### src/hdl/msps_pkg.sv
// ----------------------------------------------------------------------------
// msps_pkg
// shared constants and codes of the multiplexed servo pulse sequencer
// ----------------------------------------------------------------------------
package msps_pkg;

    localparam int CHANNELS_DEF = 8;

    localparam int CMD_W  = 2;
    localparam int CHAN_W = 3;
    localparam int US_W   = 15;
    localparam int PIN_W  = 8;
    localparam int TICK_W = 16;
    localparam int PHASE_W = 8;

    localparam logic [CMD_W-1:0] CMD_TICK   = 2'd0;
    localparam logic [CMD_W-1:0] CMD_ATTACH = 2'd1;
    localparam logic [CMD_W-1:0] CMD_SET    = 2'd2;

    localparam int APB_AW = 3;
    localparam int APB_DW = 32;
    localparam logic [APB_AW-1:0] ADDR_DEFAULT_SLOT = 3'd0;

    localparam logic [TICK_W-1:0] DEFAULT_SLOT_RESET = 16'd4000;

endpackage

### src/hdl/msps_ifs.sv
// ----------------------------------------------------------------------------
// msps interfaces
// valid/ready channels for command items and result items
// ----------------------------------------------------------------------------
interface msps_in_if
    import msps_pkg::*;
();
    logic              valid;
    logic              ready;
    logic [CMD_W-1:0]  cmd;
    logic [CHAN_W-1:0] channel;
    logic [US_W-1:0]   duration_us;

    modport source (output valid, cmd, channel, duration_us, input ready);
    modport sink   (input valid, cmd, channel, duration_us, output ready);
endinterface

interface msps_out_if
    import msps_pkg::*;
();
    logic              valid;
    logic              ready;
    logic [PIN_W-1:0]  pin_levels;
    logic [CHAN_W-1:0] current_channel;
    logic              accepted;
    logic [CHAN_W-1:0] assigned_channel;

    modport source (output valid, pin_levels, current_channel, accepted, assigned_channel,
                    input ready);
    modport sink   (input valid, pin_levels, current_channel, accepted, assigned_channel,
                    output ready);
endinterface

### src/hdl/msps_ram.sv
// ----------------------------------------------------------------------------
// msps_ram
// generic single-write, single-read ram with registered read data
// ----------------------------------------------------------------------------
module msps_ram #(
    parameter int WIDTH = 16,
    parameter int DEPTH = 8
) (
    input  logic                                   i_clk,
    input  logic                                   i_wr_en,
    input  logic [(DEPTH > 1 ? $clog2(DEPTH) : 1)-1:0] i_wr_addr,
    input  logic [WIDTH-1:0]                       i_wr_data,
    input  logic [(DEPTH > 1 ? $clog2(DEPTH) : 1)-1:0] i_rd_addr,
    output logic [WIDTH-1:0]                       o_rd_data
);

    logic [WIDTH-1:0] r_mem [DEPTH];
    logic [WIDTH-1:0] r_rd_data;

    always_ff @(posedge i_clk) begin
        if (i_wr_en) begin
            r_mem[i_wr_addr] <= i_wr_data;
        end
        r_rd_data <= r_mem[i_rd_addr];
    end

    assign o_rd_data = r_rd_data;

endmodule

### src/hdl/multiplexed_servo_pulse_sequencer.sv
// ----------------------------------------------------------------------------
// multiplexed_servo_pulse_sequencer
// results are registered on transfer; one item per cycle unless output stalls
// the durations ram is read one slot ahead each cycle, with a write bypass, so
// a compare can load the next slot at once
// reset (synchronous, active low): timer stopped, all pins low, no channel
// attached, default slot length 4000 ticks; ram contents are written on attach
// ----------------------------------------------------------------------------
module multiplexed_servo_pulse_sequencer
    import msps_pkg::*;
#(
    parameter int CHANNELS = CHANNELS_DEF
) (
    input  logic               i_clk,
    input  logic               i_rst_n,
    msps_in_if.sink            i_item,
    msps_out_if.source         o_result,
    input  logic               psel,
    input  logic               penable,
    input  logic               pwrite,
    input  logic [APB_AW-1:0]  paddr,
    input  logic [APB_DW-1:0]  pwdata,
    output logic [APB_DW-1:0]  prdata,
    output logic               pready
);

    localparam int AW = (CHANNELS > 1) ? $clog2(CHANNELS) : 1;
    localparam int CW = $clog2(CHANNELS + 1);

    // control state
    logic                r_running, n_running;
    logic [AW-1:0]       r_slot, n_slot;
    logic [TICK_W-1:0]   r_ticks, n_ticks;
    logic [PHASE_W-1:0]  r_phase, n_phase;
    logic [PHASE_W-1:0]  r_cval, n_cval;
    logic                r_armed, n_armed;
    logic                r_pend, n_pend;
    logic [CHANNELS-1:0] r_levels, n_levels;
    logic [CHANNELS-1:0] r_attached, n_attached;
    logic [CW-1:0]       r_count, n_count;
    logic [TICK_W-1:0]   r_default;

    // output register
    logic                r_out_valid;
    logic [CHANNELS-1:0] r_out_levels;
    logic [AW-1:0]       r_out_slot;
    logic                r_out_acc;
    logic [AW-1:0]       r_out_asg;

    // ram access
    logic                wr_en;
    logic [AW-1:0]       wr_addr;
    logic [TICK_W-1:0]   wr_data;
    logic [AW-1:0]       rd_addr;
    logic [TICK_W-1:0]   rd_data;
    logic                r_fwd_hit;
    logic [TICK_W-1:0]   r_fwd_data;
    logic [TICK_W-1:0]   next_ticks;

    logic                in_fire;
    logic                cfg_wr;
    logic                acc;
    logic [AW-1:0]       asg;
    logic [AW-1:0]       slot_next;
    logic [TICK_W-1:0]   load_ticks;
    logic [TICK_W-1:0]   us_ticks;

    assign i_item.ready = !r_out_valid || o_result.ready;
    assign in_fire      = i_item.valid && i_item.ready;
    assign us_ticks     = {i_item.duration_us, 1'b0};

    assign pready = 1'b1;
    assign cfg_wr = psel && penable && pwrite && pready;
    assign prdata = (paddr == ADDR_DEFAULT_SLOT) ? APB_DW'(r_default) : '0;

    msps_ram #(
        .WIDTH (TICK_W),
        .DEPTH (CHANNELS)
    ) u_ticks_ram (
        .i_clk     (i_clk),
        .i_wr_en   (wr_en),
        .i_wr_addr (wr_addr),
        .i_wr_data (wr_data),
        .i_rd_addr (rd_addr),
        .o_rd_data (rd_data)
    );

    // ram output holds the entry of the slot after the current one
    assign next_ticks = r_fwd_hit ? r_fwd_data : rd_data;
    assign slot_next  = (r_slot == AW'(CHANNELS - 1)) ? '0 : r_slot + AW'(1);
    assign load_ticks = r_attached[slot_next] ? next_ticks : r_default;
    assign rd_addr    = (n_slot == AW'(CHANNELS - 1)) ? '0 : n_slot + AW'(1);

    always_comb begin
        n_running  = r_running;
        n_slot     = r_slot;
        n_ticks    = r_ticks;
        n_phase    = r_phase;
        n_cval     = r_cval;
        n_armed    = r_armed;
        n_pend     = r_pend;
        n_levels   = r_levels;
        n_attached = r_attached;
        n_count    = r_count;
        wr_en      = 1'b0;
        wr_addr    = r_count[AW-1:0];
        wr_data    = us_ticks;
        acc        = 1'b0;
        asg        = '0;
        if (in_fire) begin
            unique case (i_item.cmd)
                CMD_TICK: begin
                    if (r_running) begin
                        n_phase = r_phase + PHASE_W'(1);
                        // compare before wrap
                        if (r_armed && n_phase == r_cval) begin
                            if (r_attached[r_slot]) begin
                                n_levels[r_slot] = 1'b0;
                            end
                            n_armed = 1'b0;
                            n_slot  = slot_next;
                            n_ticks = load_ticks;
                            n_cval  = load_ticks[PHASE_W-1:0];
                        end
                        if (n_phase == '0) begin
                            if (n_pend) begin
                                if (r_attached[n_slot]) begin
                                    n_levels[n_slot] = 1'b1;
                                end
                                n_pend = 1'b0;
                            end
                            if (|n_ticks[TICK_W-1:PHASE_W]) begin
                                n_ticks = n_ticks - TICK_W'(256);
                            end else begin
                                n_armed = 1'b1;
                                n_ticks = '0;
                                n_pend  = 1'b1;
                            end
                        end
                    end
                end
                CMD_ATTACH: begin
                    if (r_count < CW'(CHANNELS) && i_item.duration_us != '0) begin
                        n_count = r_count + CW'(1);
                        n_attached[r_count[AW-1:0]] = 1'b1;
                        wr_en = 1'b1;
                        acc   = 1'b1;
                        asg   = r_count[AW-1:0];
                        if (!r_running) begin
                            n_slot    = '0;
                            n_ticks   = us_ticks;
                            n_cval    = us_ticks[PHASE_W-1:0];
                            n_armed   = 1'b0;
                            n_phase   = '0;
                            n_running = 1'b1;
                        end
                    end
                end
                CMD_SET: begin
                    if ({29'd0, i_item.channel} < 32'(CHANNELS)) begin
                        wr_en   = 1'b1;
                        wr_addr = i_item.channel[AW-1:0];
                    end
                end
                default: begin
                end
            endcase
        end
    end

    always_ff @(posedge i_clk) begin
        if (!i_rst_n) begin
            r_running   <= 1'b0;
            r_slot      <= '0;
            r_ticks     <= '0;
            r_phase     <= '0;
            r_cval      <= '0;
            r_armed     <= 1'b0;
            r_pend      <= 1'b0;
            r_levels    <= '0;
            r_attached  <= '0;
            r_count     <= '0;
            r_default   <= DEFAULT_SLOT_RESET;
            r_out_valid <= 1'b0;
            r_fwd_hit   <= 1'b0;
        end else begin
            r_running  <= n_running;
            r_slot     <= n_slot;
            r_ticks    <= n_ticks;
            r_phase    <= n_phase;
            r_cval     <= n_cval;
            r_armed    <= n_armed;
            r_pend     <= n_pend;
            r_levels   <= n_levels;
            r_attached <= n_attached;
            r_count    <= n_count;
            r_fwd_hit  <= wr_en && (wr_addr == rd_addr);
            if (cfg_wr && paddr == ADDR_DEFAULT_SLOT) begin
                r_default <= pwdata[TICK_W-1:0];
            end
            if (in_fire) begin
                r_out_valid <= 1'b1;
            end else if (o_result.ready) begin
                r_out_valid <= 1'b0;
            end
        end
    end

    always_ff @(posedge i_clk) begin
        r_fwd_data <= wr_data;
        if (in_fire) begin
            r_out_levels <= n_levels;
            r_out_slot   <= n_slot;
            r_out_acc    <= acc;
            r_out_asg    <= asg;
        end
    end

    assign o_result.valid            = r_out_valid;
    assign o_result.pin_levels       = PIN_W'(r_out_levels);
    assign o_result.current_channel  = CHAN_W'(r_out_slot);
    assign o_result.accepted         = r_out_acc;
    assign o_result.assigned_channel = CHAN_W'(r_out_asg);

    // a pin is only ever high for an attached channel
    a_levels_attached: assert property (@(posedge i_clk) disable iff (!i_rst_n)
        (r_levels & ~r_attached) == '0)
        else $error("pin high on unattached channel");

    // attached flags always match the attach count
    a_count_flags: assert property (@(posedge i_clk) disable iff (!i_rst_n)
        $countones(r_attached) == int'(r_count))
        else $error("attach count and flags disagree");

    // an armed compare only exists on the final partial step
    a_armed_ticks: assert property (@(posedge i_clk) disable iff (!i_rst_n)
        r_armed |-> (r_ticks == '0))
        else $error("compare armed with ticks remaining");

    // timer stopped means no pulse and slot zero
    a_idle_quiet: assert property (@(posedge i_clk) disable iff (!i_rst_n)
        !r_running |-> (r_levels == '0 && r_slot == '0 && r_count == '0))
        else $error("activity before first attach");

endmodule
### src/flat_wrapper.sv
// flat-port wrapper written by rule: the top's interface ports become plain ports
module multiplexed_servo_pulse_sequencer_flat import msps_pkg::*;
#(
    parameter int CHANNELS = CHANNELS_DEF
)
  (i_clk, i_rst_n, psel, penable, pwrite, paddr, pwdata, prdata, pready, i_item_valid, i_item_cmd, i_item_channel, i_item_duration_us, i_item_ready, o_result_valid, o_result_pin_levels, o_result_current_channel, o_result_accepted, o_result_assigned_channel, o_result_ready);
  msps_in_if i_item_i ();
  msps_out_if o_result_i ();
  input  logic i_clk;
  input  logic i_rst_n;
  input  logic psel;
  input  logic penable;
  input  logic pwrite;
  input  logic [APB_AW-1:0] paddr;
  input  logic [APB_DW-1:0] pwdata;
  output logic [APB_DW-1:0] prdata;
  output logic pready;
  input wire logic [$bits(i_item_i.valid)-1:0] i_item_valid;
  input wire logic [$bits(i_item_i.cmd)-1:0] i_item_cmd;
  input wire logic [$bits(i_item_i.channel)-1:0] i_item_channel;
  input wire logic [$bits(i_item_i.duration_us)-1:0] i_item_duration_us;
  output wire logic [$bits(i_item_i.ready)-1:0] i_item_ready;
  output wire logic [$bits(o_result_i.valid)-1:0] o_result_valid;
  output wire logic [$bits(o_result_i.pin_levels)-1:0] o_result_pin_levels;
  output wire logic [$bits(o_result_i.current_channel)-1:0] o_result_current_channel;
  output wire logic [$bits(o_result_i.accepted)-1:0] o_result_accepted;
  output wire logic [$bits(o_result_i.assigned_channel)-1:0] o_result_assigned_channel;
  input wire logic [$bits(o_result_i.ready)-1:0] o_result_ready;
  assign i_item_i.valid = i_item_valid;
  assign i_item_i.cmd = i_item_cmd;
  assign i_item_i.channel = i_item_channel;
  assign i_item_i.duration_us = i_item_duration_us;
  assign i_item_ready = i_item_i.ready;
  assign o_result_valid = o_result_i.valid;
  assign o_result_pin_levels = o_result_i.pin_levels;
  assign o_result_current_channel = o_result_i.current_channel;
  assign o_result_accepted = o_result_i.accepted;
  assign o_result_assigned_channel = o_result_i.assigned_channel;
  assign o_result_i.ready = o_result_ready;
  multiplexed_servo_pulse_sequencer #(.CHANNELS(CHANNELS)) u_core (.i_clk(i_clk), .i_rst_n(i_rst_n), .i_item(i_item_i), .o_result(o_result_i), .psel(psel), .penable(penable), .pwrite(pwrite), .paddr(paddr), .pwdata(pwdata), .prdata(prdata), .pready(pready));
endmodule
### config.mk
export PLATFORM = sky130hd
export DESIGN_NAME = multiplexed_servo_pulse_sequencer_flat
export DESIGN_NICKNAME = d
export VERILOG_FILES = /design/src/hdl/msps_pkg.sv /design/src/hdl/msps_ifs.sv /design/src/hdl/msps_ram.sv /design/src/hdl/multiplexed_servo_pulse_sequencer.sv /design/src/flat_wrapper.sv
export SDC_FILE = /design/constraint.sdc
export NUM_CORES = 1
export LEC_CHECK = 0
export BUFFER_PORTS_ARGS = -buffer_cell sky130_fd_sc_hd__buf_2
export CAP_MARGIN = 10
export CORE_MARGIN = 2
export CORE_UTILIZATION = 48
export DETAILED_ROUTE_END_ITERATION = 10
export HOLD_SLACK_MARGIN = 0.12
export MAX_ROUTING_LAYER = met4
export PLACE_DENSITY = 0.64
export SKIP_LAST_GASP = 1
export SYNTH_ARGS = -nofsm -noshare
export SYNTH_HDL_FRONTEND = slang
export SYNTH_SLANG_ARGS = --single-unit
### constraint.sdc
create_clock -name i_clk -period 10.7 [get_ports i_clk]
set_input_delay 2.14 -clock i_clk [delete_from_list [all_inputs] [get_ports i_clk]]
set_output_delay 2.14 -clock i_clk [all_outputs]
set_load 0.01 [all_outputs]
# ---- Word-level counts from Yosys, hierarchy flattened
# Memory sizes are Yosys's and may differ from the RTL's. A register that Yosys moved wholly into a read port is not among the register bits.
# Cells that the tools add are included.
dict set report totals {
  register_bits 122
  latch_bits 0
  ram_bits 120
  romBits 0
  out_inout_bits 50
  elab_cells 144
  n_memories 1
}
dict set report classes {
  addsub 5
  n_mul 0
  n_div 0
  n_lt_le_gt_ge 8
  n_eq_ne 10
  shift 0
  n_mux 73
  bitwise 4
  n_reduce_logical 24
}
# name words width read_ports rd_clocked_by_memory_dff wr line_no
set memory_table {}
lappend memory_table {u_core.u_ticks_ram.r_mem 8 15 1 1 1 msps_ram.sv:17} ;# logic [WIDTH-1:0] r_mem [DEPTH];
# cell count
set op_table {}
lappend op_table {{$mux W16} 12}
lappend op_table {{$mux W8} 18}
lappend op_table {{$mux W3} 12}
lappend op_table {{$pmux W16 S2} 1}
lappend op_table {{$pmux W8 S2} 2}
lappend op_table {{$mux W1} 19}
lappend op_table {{$lt A3 B4 Y1 const B} 4}
lappend op_table {{$or A8 B8 Y8} 2}
lappend op_table {{$sub A16 B9 Y16 const B} 1}
lappend op_table {{$reduce_bool A15 Y1} 1}
lappend op_table {{$logic_and A1 B1 Y1} 10}
lappend op_table {{$bmux W1 S3} 3}
lappend op_table {{$demux W1 S3} 3}
lappend op_table {{$ge A3 B1 Y1 const B} 3}
lappend op_table {{$add A8 B1 Y8 const B} 1}
lappend op_table {{$and A8 B8 Y8} 1}
lappend op_table {{$eq A8 B8 Y1} 1}
lappend op_table {{$logic_not A8 Y1} 1}
lappend op_table {{$not A8 Y8} 1}
lappend op_table {{$reduce_or A8 Y1} 1}
lappend op_table {{$add A3 B1 Y3 const B} 2}
lappend op_table {{$eq A3 B3 Y1 const B} 2}
lappend op_table {{$ne A2 B1 Y1 const B} 3}
lappend op_table {{$pmux W3 S2} 1}
lappend op_table {{17 further kinds} 19}

# ---- Depth between registers and ports, before layout
dict set report depth {
  depth_word 18
  depth_mapped 21
  ltp_nobuf 16
}

# ---- Cells and area by module
# Synthesis repeated with hierarchy kept, for this count alone.
dict set report hier_totals {
  cells_unflattened 852
  area_unflattened_um2 10890.4
}
# mod instances cells_each area_each_um2 seq_area_each_um2
set by_module_without_submodules {}
lappend by_module_without_submodules {multiplexed_servo_pulse_sequencer 1 638 5596.6 2112.0}
lappend by_module_without_submodules {msps_ram 1 214 5293.8 4164.0}

# ---- Worst setup path before layout
# No wires, ideal clock.
dict set report synth_path {
  path_kind {input -> register}
  from {input i_item_cmd[1]}
  to {register u_core.u_ticks_ram.r_rd_data[11] (netlist: u_core.u_ticks_ram.o_rd_data[11]), read port of u_core.u_ticks_ram.r_mem}
  arrival_ns 5.811
  path_slack_ns 4.771
  stages 18
  path_buffers 3
  path_cell_list {inv_1 ha_1 nand2b_1 a41oi_1 nand2_1 a21o_1 buf_2 nor2_1 o2bb2ai_2 buf_2 inv_1 ha_1 ha_1 or2_2 a2bb2oi_4 buf_8 mux4_1 o221a_1}
}
dict set report synth_via {
  elab_chain_len 5
  word_cells_on_any_way 7
  cone_classes {add/sub (1); eq/ne (2); mux (3); reduce/logical (1)}
}
# item line_no
set synth_lines {}
lappend synth_lines {{start, declared} flat_wrapper.sv:19} ;# input wire logic [$bits(i_item_i.cmd)-1:0] i_item_cmd;
lappend synth_lines {{$eq A2 B1 Y1 / $logic_not A2 Y1 (equally long branches)} multiplexed_servo_pulse_sequencer.sv:111} ;# unique case (i_item.cmd)
lappend synth_lines {{$pmux W3 S2 (*)} multiplexed_servo_pulse_sequencer.sv:111}
lappend synth_lines {{$mux W3 (*)} multiplexed_servo_pulse_sequencer.sv:110} ;# if (in_fire) begin
lappend synth_lines {{via u_core.n_slot[0]} multiplexed_servo_pulse_sequencer.sv:32} ;# logic [AW-1:0] r_slot, n_slot;
lappend synth_lines {{$add A3 B1 Y3 / $eq A3 B3 Y1 (equally long branches)} multiplexed_servo_pulse_sequencer.sv:92} ;# assign rd_addr = (n_slot == AW'(CHANNELS - 1)) ? '0 : n_slot + AW'(1);
lappend synth_lines {{$mux W3 (*)} multiplexed_servo_pulse_sequencer.sv:92}
lappend synth_lines {{end, declared} msps_ram.sv:18} ;# logic [WIDTH-1:0] r_rd_data;
# Mark *: on every way through the listed nets, which the timed path passes. The rest lies on a longest branch.
# A chain may end at the register's enable or synchronous reset.

# ---- Worst setup path after layout
dict set report layout_path {
  from {input i_item_cmd[1]}
  to {register u_core.u_ticks_ram.r_rd_data[3] (netlist: u_core.u_ticks_ram.o_rd_data[3]), read port of u_core.u_ticks_ram.r_mem}
}
# Same word-level chain as after synthesis.

==> results.cfg <==
[clock_network]
cts_hold_buf = 0
cts_setup_buffers = 0
clk_path_buf_depth = 3
cts.htree.levels = 1
cts_resized = 0
cts.reportedPaths.clkPinSlew_ns = 0.06
clk_latency_ns = 0.55
cts_sinks = 233
ctsRootBufferMaster = clkbuf_16
cts_tree = done
cts_buffers = 26

[timing]
rsz0062_at_grt = false
min_period_ns = 7.36
setup_viol = 0
fin_crit_sh_pct = 68.8
worst_slack_ns = 3.34
slew_headroom_pct = 21.5
slew_violations = 0
fmax_mhz = 136
hold_slack_ns = 0.467
worstMarginPinSlew_ns = 1.18
setup_tns_ns = 0
skew_ns = 0.0207
finalHoldViolations = 0

[critical_path]
path_class = in2reg
r2r-start = u_core.r_phase[0]
crit_start = i_item_cmd[1]
required_ns = 11.14
reg2reg_depth = 15
r2r_slack_ns = 4.29
arrival_ns = 7.79
r2r-end = u_core.u_ticks_ram.o_rd_data[3]
cp-end-kind = flip-flop
start_kind = input port
cp_max_fo = 39

[detailed_routing]
vias_per_cell = 5.88
antenna_left = 0
drc = 0
detail_route.first_pass.iterations = 5
drt-initial-drc-count = 622
wl_per_cell_um = 20.4
wl_um = 26400
vias = 7600

[power]
ir_drop_v = 0.000144
leakage_nw = 4.45
power.density_nw_per_um2 = 159

[worst_hold_path]
min-delay-start = u_core.r_cval[0]
worstHoldEndpoint = u_core.r_cval[0]
hp-class = reg2reg
hold_depth = 2

[grt]
antenna_found_initial = 0
grt_use_total_pct = 22.6
grt_pass1_vias = 7263
grt-ovfl-total = 0
grt_max_degree = 40
grt_pass1_wl_um = 41000

[die]
core_um2 = 22000
start_util_pct = 49.2
io_pins = 112
fp.dieH_um = 154
die_w_um = 154
num_rows = 54
dieArea_um2 = 23800

[cells_and_area]
finalNetCount = 1067
diodes = 0
drive_above_1_share_pct = 19.3
syn2layout_area_growth_pct = 13.3

[yosys]
synthDistinctLibCells = 81
synth_top_area_share_pct = 37.4
synthTopCellsByArea = edfxtp_1, dfxtp_1, mux2i_1, nand2_1, a21oi_1
async_reset_ff_share_pct = 0
synth_largest_area_cell = edfxtp_1
avgSynthCellArea_um2 = 11.7
synth_ff_type = edfxtp_1
synth_seq_cells = 233
ys_seq_area_share_pct = 55.5
ys.warnings.count = 0
synthesis.area_um2 = 10800
syn_inst = 927
synth_edf_count = 135

[place]
place_worst_setup_slack_ns = 2.82
place.gp.congestion = 0.849
io_buffers = 78
hpwl_um = 17000

[run]
max_cap_violations = 0

[outcome]
status = finished clean
worst max-delay path, stage by stage:
cell and delay, ns:
buf_2 0.11, inv_1 0.07, ha_1 0.14, buf_4 0.38, nand2b_1 0.11, a41oi_1 0.71
nand2_1 0.16, a21o_1 0.50, nor2_1 0.20, buf_4 0.27, o2bb2ai_2 0.13, inv_1 0.09
ha_1 0.20, ha_1 0.24, nor2b_1 0.91, nand2b_1 0.69, a31oi_1 0.36, o221ai_1 0.18
o221a_2 0.17
cells by family (layout without fill, tap and decap cells):
logic type	Yosys count	count (layout)	share of synthesized area [%]
compound gates	194	194	13.0
flops	233	233	55.5
buf+inv	102	173	4.80
mux	78	78	9.94
simple gates	283	283	13.3
other cells	2	17	0.0693
fa+ha+maj	12	12	1.39
xor+xnor	23	23	1.99
power breakdown:
part	internal [mW]	switching [mW]
combinational	0.0276	0.0600
sequential	0.960	0.00699
clock	0.536	0.357
stage by stage:
stage                     cells  power [mW]  area (um^2)  util (%)
after detailed placement   1245        1.07        11400      51.8
after floorplan             942        1.04        10900         -
after global routing       1293        2.01        12300      55.8
after global placement     1244        1.07        11400      51.8
final                      1293        1.95        12300      55.8
after CTS                  1293        1.96        12300      55.8
Yosys cell counts (all sizes together) (5+ instances only):
library cell    n
ha             12
and2           32
clkbuf         31
xnor2          14
mux2           23
o21ai          27
or2             5
edfxtp        135
nand4           5
o221a          15
nor2           70
nand3          23
a21oi          53
nor3           26
dfxtp          98
nor4           10
or3             8
a211oi          9
mux4           19
buf            37
inv            33
o21a            7
xor2            8
nand2b          8
nand2          72
mux2i          36
o221ai         17
a32o            5
a31oi          22
o32ai           5
and3            6
metal layers:
layer,GRT usage (%),vias up,share of wire (%)
met3,3.53,35,5.2
met1,29.2,3741,43
met5,-,-,0
li1,-,3595,-
met2,37.6,229,49
met4,5.73,0,1.9
cells in the final DEF, fill, tap and decap left out, types with 9 or more instances in the layout:
master / netlist / final
clkbuf_16: 0 / 27
inv_1: 33 / 33
ha_1: 12 / 12
a31oi_1: 22 / 22
clkbuf_1: 31 / 9
o21ai_0: 26 / 26
o221a_1: 9 / 9
nand3_1: 22 / 22
edfxtp_1: 135 / 135
mux4_2: 11 / 11
mux2i_1: 36 / 35
mux2_2: 22 / 22
o221ai_1: 17 / 17
nor3_1: 24 / 20
dfxtp_1: 98 / 98
nor2_1: 70 / 66
conb_1: 2 / 17
and2_1: 31 / 31
xnor2_1: 14 / 14
a211oi_1: 9 / 9
buf_4: 18 / 13
nand2_1: 72 / 72
a21oi_1: 53 / 53
buf_2: 11 / 78
final cells by class:
| cell class | count | area [um^2] |
|---|---|---|
| fill | 1874 | 9750 |
| sequential | 233 | 6020 |
| multi-input combinational | 607 | 4430 |
| clock buffer | 39 | 751 |
| timing repair buffer | 91 | 488 |
| tap | 280 | 350 |
| inverter | 34 | 128 |
| clock inverter | 9 | 123 |
sequential cells by signal, summed over array words and instances, names as in the netlist:
name and cells:
u_core.r_running 1, u_core.r_fwd_hit 1, u_core.u_ticks_ram.o_rd_data 15, u_core.r_phase 8, u_core.r_slot 3, u_core.o_result.valid 1
u_core.o_result.accepted 1, u_core.r_armed 1, u_core.u_ticks_ram.r_mem 120, u_core.r_pend 1, u_core.r_count 4, u_core.o_result.assigned_channel 3
u_core.r_levels 8, u_core.r_fwd_data 15, u_core.r_default 16, u_core.o_result.current_channel 3, u_core.o_result.pin_levels 8, u_core.r_cval 8
u_core.r_attached 8, u_core.r_ticks 8
how the worst max path moves through the flow:
stage / endpoint / slack, ns
global route: u_core.u_ticks_ram.o_rd_data[3] / 3.08
global placement: u_core.u_ticks_ram.o_rd_data[4] / 2.86
detailed placement: u_core.u_ticks_ram.o_rd_data[3] / 2.82
floorplan: u_core.u_ticks_ram.o_rd_data[11] / 4.77
finish: u_core.u_ticks_ram.o_rd_data[3] / 3.34
CTS: u_core.u_ticks_ram.o_rd_data[3] / 3.37
Power figures use the tool's default switching activity.
